File: config.mk
export PLATFORM = sky130hd
export DESIGN_NAME = midi_running_status_parser_top
export DESIGN_NICKNAME = d
export VERILOG_FILES = /design/src/hdl/mrsp_pkg.sv /design/src/hdl/mrsp_decode.sv /design/src/hdl/midi_running_status_parser_top.sv
export SDC_FILE = /design/constraint.sdc
export NUM_CORES = 1
export LEC_CHECK = 0
export BUFFER_PORTS_ARGS = -buffer_cell sky130_fd_sc_hd__buf_2
export CELL_PAD_IN_SITES_DETAIL_PLACEMENT = 0
export CELL_PAD_IN_SITES_GLOBAL_PLACEMENT = 1
export CORE_MARGIN = 1
export CORE_UTILIZATION = 38
export CTS_CLUSTER_SIZE = 8
export DETAILED_ROUTE_END_ITERATION = 10
export GPL_ROUTABILITY_DRIVEN = 1
export HOLD_SLACK_MARGIN = 0.08
export PLACE_DENSITY_LB_ADDON = 0.2
export SYNTH_ARGS = -nofsm -noshare
export SYNTH_HDL_FRONTEND = slang
export SYNTH_SLANG_ARGS = --single-unit
File: constraint.sdc
create_clock -name clk -period 2.27 [get_ports clk]
set_input_delay 0.454 -clock clk [delete_from_list [all_inputs] [get_ports clk]]
set_output_delay 0.454 -clock clk [all_outputs]
set_load 0.01 [all_outputs]
File: src/hdl/mrsp_pkg.sv
// ----------------------------------------------------------------------------
// MIDI running-status parser package
// Shared constants, types and decode helpers for the parser.
// ----------------------------------------------------------------------------
package mrsp_pkg;

  localparam logic [7:0] STATUS_NONE     = 8'h00;
  localparam logic [7:0] STATUS_SYSEX    = 8'hF0;
  localparam logic [7:0] STATUS_SONG_POS = 8'hF2;
  localparam logic [7:0] STATUS_RT_FIRST = 8'hF8;
  localparam logic [3:0] KIND_PROG       = 4'hC;
  localparam logic [3:0] KIND_PRESSURE   = 4'hD;

  localparam logic [1:0] LEN_ONE   = 2'd1;
  localparam logic [1:0] LEN_TWO   = 2'd2;
  localparam logic [1:0] LEN_THREE = 2'd3;

  localparam logic signed [4:0] FILTER_ALL = -5'sd1;

  // Parser state carried from beat to beat
  typedef struct packed {
    logic [7:0] running_status;
    logic       data_count;
    logic [6:0] first_data;
  } state_t;

  // One assembled message
  typedef struct packed {
    logic       valid;
    logic [7:0] status;
    logic [6:0] data1;
    logic [6:0] data2;
    logic [1:0] length;
    logic       accepted;
  } msg_t;

  // Data bytes that a status needs: 0, 1 or 2
  function automatic logic [1:0] data_needed(input logic [7:0] status);
    logic [1:0] need;
    begin
      need = 2'd0;
      if (status == STATUS_SONG_POS) begin
        need = 2'd2;
      end else if (status[7:4] == KIND_PROG || status[7:4] == KIND_PRESSURE) begin
        need = 2'd1;
      end else if (status[7] && status[7:4] != 4'hF) begin
        need = 2'd2;
      end
      return need;
    end
  endfunction

  function automatic logic chan_accepts(input logic [7:0] status,
                                        input logic signed [4:0] filter);
    return (status >= STATUS_SYSEX) || (filter == FILTER_ALL) ||
           (!filter[4] && filter[3:0] == status[3:0]);
  endfunction

endpackage

File: src/hdl/mrsp_decode.sv
// ----------------------------------------------------------------------------
// MIDI running-status decoder
// Classifies one received byte against the current state and gives the
// next state and the message it completes, if any.
// ----------------------------------------------------------------------------
module mrsp_decode (
  input  logic [7:0]        rx_byte,
  input  mrsp_pkg::state_t  state,
  input  logic signed [4:0] filter,
  output mrsp_pkg::state_t  state_next,
  output mrsp_pkg::msg_t    msg
);

  logic [1:0] need;

  assign need = mrsp_pkg::data_needed(state.running_status);

  always_comb begin
    state_next   = state;
    msg.valid    = 1'b0;
    msg.status   = state.running_status;
    msg.data1    = 7'd0;
    msg.data2    = 7'd0;
    msg.length   = mrsp_pkg::LEN_ONE;
    msg.accepted = 1'b0;

    if (rx_byte >= mrsp_pkg::STATUS_RT_FIRST) begin
      // realtime: pass straight out, leave the assembly alone
      msg.valid  = 1'b1;
      msg.status = rx_byte;
    end else if (rx_byte[7]) begin
      state_next.data_count = 1'b0;
      if (rx_byte >= mrsp_pkg::STATUS_SYSEX) begin
        state_next.running_status = (rx_byte == mrsp_pkg::STATUS_SONG_POS) ?
                                    rx_byte : mrsp_pkg::STATUS_NONE;
      end else begin
        state_next.running_status = rx_byte;
      end
    end else if (state.running_status != mrsp_pkg::STATUS_NONE && need != 2'd0) begin
      if (!state.data_count) begin
        if (need == 2'd1) begin
          msg.valid  = 1'b1;
          msg.data1  = rx_byte[6:0];
          msg.length = mrsp_pkg::LEN_TWO;
        end else begin
          state_next.first_data = rx_byte[6:0];
          state_next.data_count = 1'b1;
        end
      end else begin
        msg.valid  = 1'b1;
        msg.data1  = state.first_data;
        msg.data2  = rx_byte[6:0];
        msg.length = mrsp_pkg::LEN_THREE;
        state_next.data_count = 1'b0;
        // song position does not run on
        if (state.running_status >= mrsp_pkg::STATUS_SYSEX) begin
          state_next.running_status = mrsp_pkg::STATUS_NONE;
        end
      end
    end
    msg.accepted = mrsp_pkg::chan_accepts(msg.status, filter);
  end

endmodule

File: src/hdl/midi_running_status_parser_top.sv
// ----------------------------------------------------------------------------
// MIDI running-status parser
// Assembles MIDI messages from a received byte stream.
// ----------------------------------------------------------------------------
// Takes one byte per clock cycle while rx_stall is low, also while a waiting
// message is taken, and gives the completed message in a result register in
// the cycle after the byte that completes it. Throughput is set by the single
// decode stage between the parser state and the result register: rx_stall
// rises only while a message is held and msg_stall is high. Realtime bytes
// come out as one-byte messages; other status bytes and incomplete data give
// no message. The user must write channel_filter only while the parser is
// idle; the block does not check this, and resets it to accept all channels.
module midi_running_status_parser_top (
  input  logic              clk,
  input  logic              rst,
  input  logic              rx_valid,
  output logic              rx_stall,
  input  logic [7:0]        rx_byte,
  output logic              msg_valid,
  input  logic              msg_stall,
  output logic [7:0]        msg_status,
  output logic [6:0]        msg_data1,
  output logic [6:0]        msg_data2,
  output logic [1:0]        msg_length,
  output logic              channel_accepted,
  input  logic              cfg_valid,
  output logic              cfg_ready,
  input  logic signed [4:0] channel_filter
);

  mrsp_pkg::state_t state;
  mrsp_pkg::state_t state_next;
  mrsp_pkg::msg_t   msg_next;
  mrsp_pkg::msg_t   msg;
  logic signed [4:0] filter;
  logic             rx_take;

  assign cfg_ready = 1'b1;
  assign rx_stall  = msg.valid && msg_stall;
  assign rx_take   = rx_valid && !rx_stall;

  mrsp_decode u_decode (
    .rx_byte    (rx_byte),
    .state      (state),
    .filter     (filter),
    .state_next (state_next),
    .msg        (msg_next)
  );

  always_ff @(posedge clk) begin
    if (rst) begin
      filter <= mrsp_pkg::FILTER_ALL;
    end else if (cfg_valid && cfg_ready) begin
      filter <= channel_filter;
    end
  end

  // first_data is left alone in reset; it is always written before use
  always_ff @(posedge clk) begin
    if (rst) begin
      state.running_status <= mrsp_pkg::STATUS_NONE;
      state.data_count     <= 1'b0;
    end else if (rx_take) begin
      state <= state_next;
    end
  end

  // result register: load on a new beat, drop once taken
  always_ff @(posedge clk) begin
    if (rst) begin
      msg.valid <= 1'b0;
    end else if (rx_take) begin
      msg.valid <= msg_next.valid;
      if (msg_next.valid) begin
        msg.status   <= msg_next.status;
        msg.data1    <= msg_next.data1;
        msg.data2    <= msg_next.data2;
        msg.length   <= msg_next.length;
        msg.accepted <= msg_next.accepted;
      end
    end else if (!msg_stall) begin
      msg.valid <= 1'b0;
    end
  end

  assign msg_valid        = msg.valid;
  assign msg_status       = msg.status;
  assign msg_data1        = msg.data1;
  assign msg_data2        = msg.data2;
  assign msg_length       = msg.length;
  assign channel_accepted = msg.accepted;

`ifndef SYNTHESIS
  a_rt_len_one: assert property (@(posedge clk) disable iff (rst)
    msg.valid |-> ((msg.length == mrsp_pkg::LEN_ONE) ==
                   (msg.status >= mrsp_pkg::STATUS_RT_FIRST)))
    else $error("one-byte message without realtime status");

  a_two_byte_kind: assert property (@(posedge clk) disable iff (rst)
    (msg.valid && msg.length == mrsp_pkg::LEN_TWO) |->
      (msg.data2 == 7'd0 && (msg.status[7:4] == mrsp_pkg::KIND_PROG ||
                             msg.status[7:4] == mrsp_pkg::KIND_PRESSURE)))
    else $error("two-byte message with wrong status kind");

  a_status_form: assert property (@(posedge clk) disable iff (rst)
    state.running_status == mrsp_pkg::STATUS_NONE ||
    (state.running_status[7] && state.running_status < mrsp_pkg::STATUS_RT_FIRST))
    else $error("running status holds a non-status byte");

  a_count_needs_status: assert property (@(posedge clk) disable iff (rst)
    state.data_count |-> (state.running_status != mrsp_pkg::STATUS_NONE))
    else $error("data counted with no running status");

  a_msg_hold: assert property (@(posedge clk) disable iff (rst)
    (msg.valid && msg_stall) |=> (msg.valid && $stable(msg.status)))
    else $error("stalled message lost or changed");
`endif

endmodule
# Yosys cells after proc, flatten, opt, wreduce, memory -nomap -nowiden
# Cells that the tools add are included.
dict set report word_totals {
  reg_bits 47
  inputBits 18
  out_inout_bits 28
  elab_cells 76
}
dict set report classes {
  n_lt_le_gt_ge 4
  eq_ne 9
  mux 24
  n_bitwise 6
  n_reduce_logical 22
}
# operator count
set op_table {}
lappend op_table {{8-bit two-way mux} 6}
lappend op_table {{8-bit >= comparator, second input constant} 4}
lappend op_table {{7-bit two-way mux} 3}
lappend op_table {{8-bit equality test, second input constant} 2}
lappend op_table {{16-bit two-way mux} 1}
lappend op_table {{2-bit two-way mux} 5}
lappend op_table {{9-bit two-way mux} 1}
lappend op_table {{4-bit equality test, second input constant} 2}
lappend op_table {{1-bit two-way mux} 8}
lappend op_table {{2-bit nonzero test} 4}
lappend op_table {{8-bit nonzero test} 1}
lappend op_table {{4-bit OR reduction} 2}
lappend op_table {{7-bit AND reduction} 1}
lappend op_table {{1-bit inverter} 6}
lappend op_table {{3-bit AND reduction} 2}
lappend op_table {{5-bit by 1-bit equality test with 1-bit output, second input constant} 1}
lappend op_table {{1-bit logical AND} 5}
lappend op_table {{5-bit AND reduction} 1}
lappend op_table {{4-bit equality test} 1}
lappend op_table {{4-bit inequality test, second input constant} 1}
lappend op_table {{1-bit logical OR} 3}
lappend op_table {{3-bit OR reduction} 1}
lappend op_table {{2-bit by 1-bit equality test with 1-bit output, second input constant} 1}
lappend op_table {{1-bit zero test} 2}
lappend op_table {{2-bit by 1-bit inequality test with 1-bit output, second input constant} 1}

# Logic depth before layout (Yosys ltp)
dict set report logic_depth {
  ltp_word 12
  ltp_mapped 6
  ltp_nobuf 5
}

# By module
# Synthesis repeated with hierarchy kept, for this count alone.
dict set report hier_totals {
  cells_unflattened 178
  hier_area_um2 2273.4
}
# module instances cells_per_inst area_each_um2 seq_area_each_um2
set modules_own_cells {}
lappend modules_own_cells {midi_running_status_parser_top 1 96 1640.3 1261.2}
lappend modules_own_cells {mrsp_decode 1 82 633.1 0.0}

# Worst setup path before layout
# OpenSTA, ideal clock, no wires.
dict set report synth_timing {
  path_type {reg2reg}
  start {reg state[8] (netlist name)}
  end {reg msg, in the netlist channel_accepted, enable pin}
  setup_time_ns 0.407
  arrival_time_ns 2.091
  required_time_ns 1.863
  path_slack_ns -0.228
  path_stages_with_launch 6
  n_path_buf 0
  period_less_slack_ns 2.498
  cell_sequence {dfxtp_1 -> nor4b_4 -> o21ai_2 -> nor2_1 -> nor2_1 -> nor2_1}
}
dict set report synth_between {
  elab_chain_cells 9
  word_cells_on_any_way 12
  cone_classes {2 x eq/ne; 6 x mux; 4 x reduce/logical}
}
# element line_no
set synth_lines {}
lappend synth_lines {{8-bit equality test} mrsp_pkg.sv:42} ;# if (status == STATUS_SONG_POS) begin
lappend synth_lines {{2-bit two-way mux} mrsp_pkg.sv:42}
lappend synth_lines {{2-bit by 1-bit equality test with 1-bit output} mrsp_decode.sv:41} ;# if (need == 2'd1) begin
lappend synth_lines {{1-bit two-way mux} mrsp_decode.sv:41}
lappend synth_lines {{1-bit two-way mux} mrsp_decode.sv:40} ;# if (!state.data_count) begin
lappend synth_lines {{1-bit two-way mux (*)} mrsp_decode.sv:39} ;# end else if (state.running_status != mrsp_pkg::STATUS_NONE && need != 2'd0) begin
lappend synth_lines {{1-bit two-way mux (*)} mrsp_decode.sv:31} ;# end else if (rx_byte[7]) begin
lappend synth_lines {{1-bit two-way mux (*)} mrsp_decode.sv:27} ;# if (rx_byte >= mrsp_pkg::STATUS_RT_FIRST) begin
lappend synth_lines {{3-bit AND reduction (no source line) (*)} --}
lappend synth_lines {{to (decl)} midi_running_status_parser_top.sv:34} ;# mrsp_pkg::msg_t msg;
# Every way passes the cells marked *; elsewhere a longest branch is shown, timed or not.
# A chain may end at the register's enable or synchronous reset.

# Worst setup path after layout
dict set report layout_timing {
  start {reg state[8] (netlist name)}
  end {reg msg, in the netlist msg_data2[2], enable pin}
}
dict set report layout_between {
  elab_chain_cells 9
  word_cells_on_any_way 12
  cone_classes {2 x eq/ne; 6 x mux; 4 x reduce/logical}
}
# element line_no
set layout_lines {}
lappend layout_lines {{8-bit equality test} mrsp_pkg.sv:42}
lappend layout_lines {{2-bit two-way mux} mrsp_pkg.sv:42}
lappend layout_lines {{2-bit by 1-bit equality test with 1-bit output} mrsp_decode.sv:41}
lappend layout_lines {{1-bit two-way mux} mrsp_decode.sv:41}
lappend layout_lines {{1-bit two-way mux} mrsp_decode.sv:40}
lappend layout_lines {{1-bit two-way mux (*)} mrsp_decode.sv:39}
lappend layout_lines {{1-bit two-way mux (*)} mrsp_decode.sv:31}
lappend layout_lines {{1-bit two-way mux (*)} mrsp_decode.sv:27}
lappend layout_lines {{3-bit AND reduction (no source line) (*)} --}
# Marks and branches as above.

==> run metrics <==
most common cell after layout, fill and taps aside=buf_2; Die Y=74.1 µm; switch share=24.6%; Initial Util=40.7%; GRT overflow=0; CTS root buf=clkbuf_8; core area=4850 µm²; HP Class=input pin to flip-flop; Crit. End Element=flip-flop; most frequent cells in the layout=buf_2 (44), edfxtp_1 (32), nand2_1 (20); crit path cell chain=nor4b_4 > o21ai_2 > nor2_1 > nor2_1 > nor2_2 > buf_4; Synth Area in Simple Gates=17.7%; Post-CTS Repair Setup Buffers=0; Clock transition at path regs=0.09 ns; Reg2Reg Setup Slack=0.43 ns; Combinational Power Share=7.1%; htree depth=2; Final HPWL DP=2930 µm; Layout area overhead=20.9%; PortBufs=44; placed cells=269; Critical Path RT=2.27 ns; final setup fails=0; Adder-Cell Fraction of Synth Area=0%; die width=74.1 µm; pwr dens=669 nW/µm²; sequential area share after synthesis=63.8%; Max IR drop VDD=0.358 mV; Worst Setup Path Type=flip-flop to flip-flop; Fin Clk Skew=0.00970 ns; number of fill cells=438; Nets=227; Setup crit end=msg_data2[2]; CTS Hold Bufs=0; Multi-input gate area=663 µm²; TritonRoute pass-1 iters=4; vias post-DR=1386; CTS Sinks=47; status=finished clean; layout cells sized above 1=34.3%; die area=5490 µm²; reg2reg end=msg_data2[2]; R2R Path Start=state[8]; f_max=544 MHz; CP peak stage delay=0.38 ns; Max clock buf depth=2; IO Pins=46; fin. max-slew vios=0; Register Area=1260 µm²; Routed Antenna Nets=0; Finished Layout Cells=277; Cell variety after synth=39; register share of total power=59.1%; Syn Std Cell Area=1980 µm²; Post-synth ARST share=0%; CP startpoint=state[8]; Compound-Gate Fraction of Synth Area=11.5%; post-layout instance area=2390 µm²; worst-path fanout max=19; clock power share=33.8%; First DRT Iteration DRCs=74; CTS tree=built; WP data arrival=1.83 ns; DR vias/cell=5.00; Placer Congestion=0.825; Hold Worst Slack=0.344 ns; RSZ-0062 raised after global routing=false; largest family of logic cells by synthesized area=simple AND/OR/NAND/NOR gates; R2R cell count=6; Hold Path Origin=rst; # DRC=0; Cell Area, Placed=2290 µm²; ys flop type=edfxtp_1; Switch Pwr=0.394 mW; post-layout util=49.3%; # rows=25; yosys warns=0; setup slack after layout=0.432 ns; worst slack at placement=0.343 ns; Setup crit start kind=flip-flop; Post-Syn Instances=158; multiplexer area fraction after synthesis=3.17%; Final Cycle Share=81.0%; Pleak=0.918 nW; cell-internal power=1.20 mW; post-cts repair resize count=0; vias in the first global route=1380; Post-synth EDFFs=32; largest net degree at the start of global routing=20; CP max-delay cell=dfxtp_1; number of synthesized register bits=47; total negative slack=0 ns; wire per inst=14.7 µm; total routed wirelength=4070 µm; final hold vios=0; max_cap viols=0; post-synthesis xor/xnor area fraction=0.887%; Clk Latency, worst-skew pair=0.31 ns; initial antenna violation count=0; Num CTS Buffers=5; Min-Delay Path Depth=2; GRT Util Overall=16.8%; post-layout min period=1.84 ns; Ant. Diodes=0; crit-path most repeated cell=nor2_1; first-pass GRT wire length=6660 µm; syn avg cell area=12.5 µm²; syn nets=176; Final Power=1.60 mW
[registers in the layout (all words and copies together) (netlist names)]
| signal | count |
|---|---|
| msg_valid | 1 |
| state | 16 |
| msg_data1 | 7 |
| msg_status | 8 |
| msg_length | 2 |
| msg_data2 | 7 |
| filter | 5 |
| channel_accepted | 1 |
[synth_stat cells, types with 2 or more instances]
library cell  number  share of area (%)
or2_2              4                1.3
xor2_1             2               0.89
and2_1             7                2.2
a22o_1             7                3.1
edfxtp_1          32                 49
nor2_1             6                1.1
nor2b_1            3               0.95
a21oi_1            3               0.76
o21a_1             3                1.1
dfxtp_1           15                 15
and4_1             2               0.89
mux2_2             2                1.1
clkbuf_1           2               0.38
o211ai_1           2               0.76
inv_1              7                1.3
nand2_1           20                3.8
mux2i_1            4                2.0
buf_4              2               0.76
nand3_1            5                1.3
o21ai_0           11                2.8
[critical path: cells and delay by family (launching register included)]
family                 cells  cell delay [ns]
AOI/OAI and AO/OA          1             0.17
and+or+nand+nor            4             0.69
buffers and inverters      1             0.27
DFF                        1             0.38
[logic make-up after synthesis]
logic type | Yosys count
simple gates | 57
flops | 47
compound gates | 33
buf+inv | 12
mux | 6
xor+xnor | 2
other cells | 1
[power groups by stage]
stage / Combinational [mW] / Sequential (mW) / Clock [mW]
after CTS: 0.113 / 0.944 / 0.554
after global routing: 0.127 / 0.947 / 0.593
after detailed placement: 0.113 / 0.964 / 0
after floorplan: 0.0670 / 0.961 / 0
final: 0.113 / 0.944 / 0.541
after global placement: 0.112 / 0.963 / 0
[routing by layer]
layer,wire length (µm),share of wire (%),vias up,track usage [%]
li1,-,-,676,-
met1,1850,45,652,21.9
met2,1880,46,48,25.4
met3,246,6.0,10,4.88
met4,94,2.3,0,8.97
met5,0,0,-,0
[worst min-delay path by stage]
stage	endpoint	slack [ns]
floorplan	state[12]	0.44
global placement	state[12]	0.48
detailed placement	filter[4]	0.49
CTS	msg_valid	0.34
global route	msg_valid	0.35
finish	msg_valid	0.34
[area by class of cell]
type | instances | area share, %
inverter | 7 | 1.10
tap | 67 | 3.51
clock buffer | 5 | 2.88
multi-input combinational | 99 | 27.8
timing repair buffer | 49 | 10.8
sequential | 47 | 52.8
clock inverter | 3 | 1.15
Note: power is estimated with default switching activity, not from simulation.
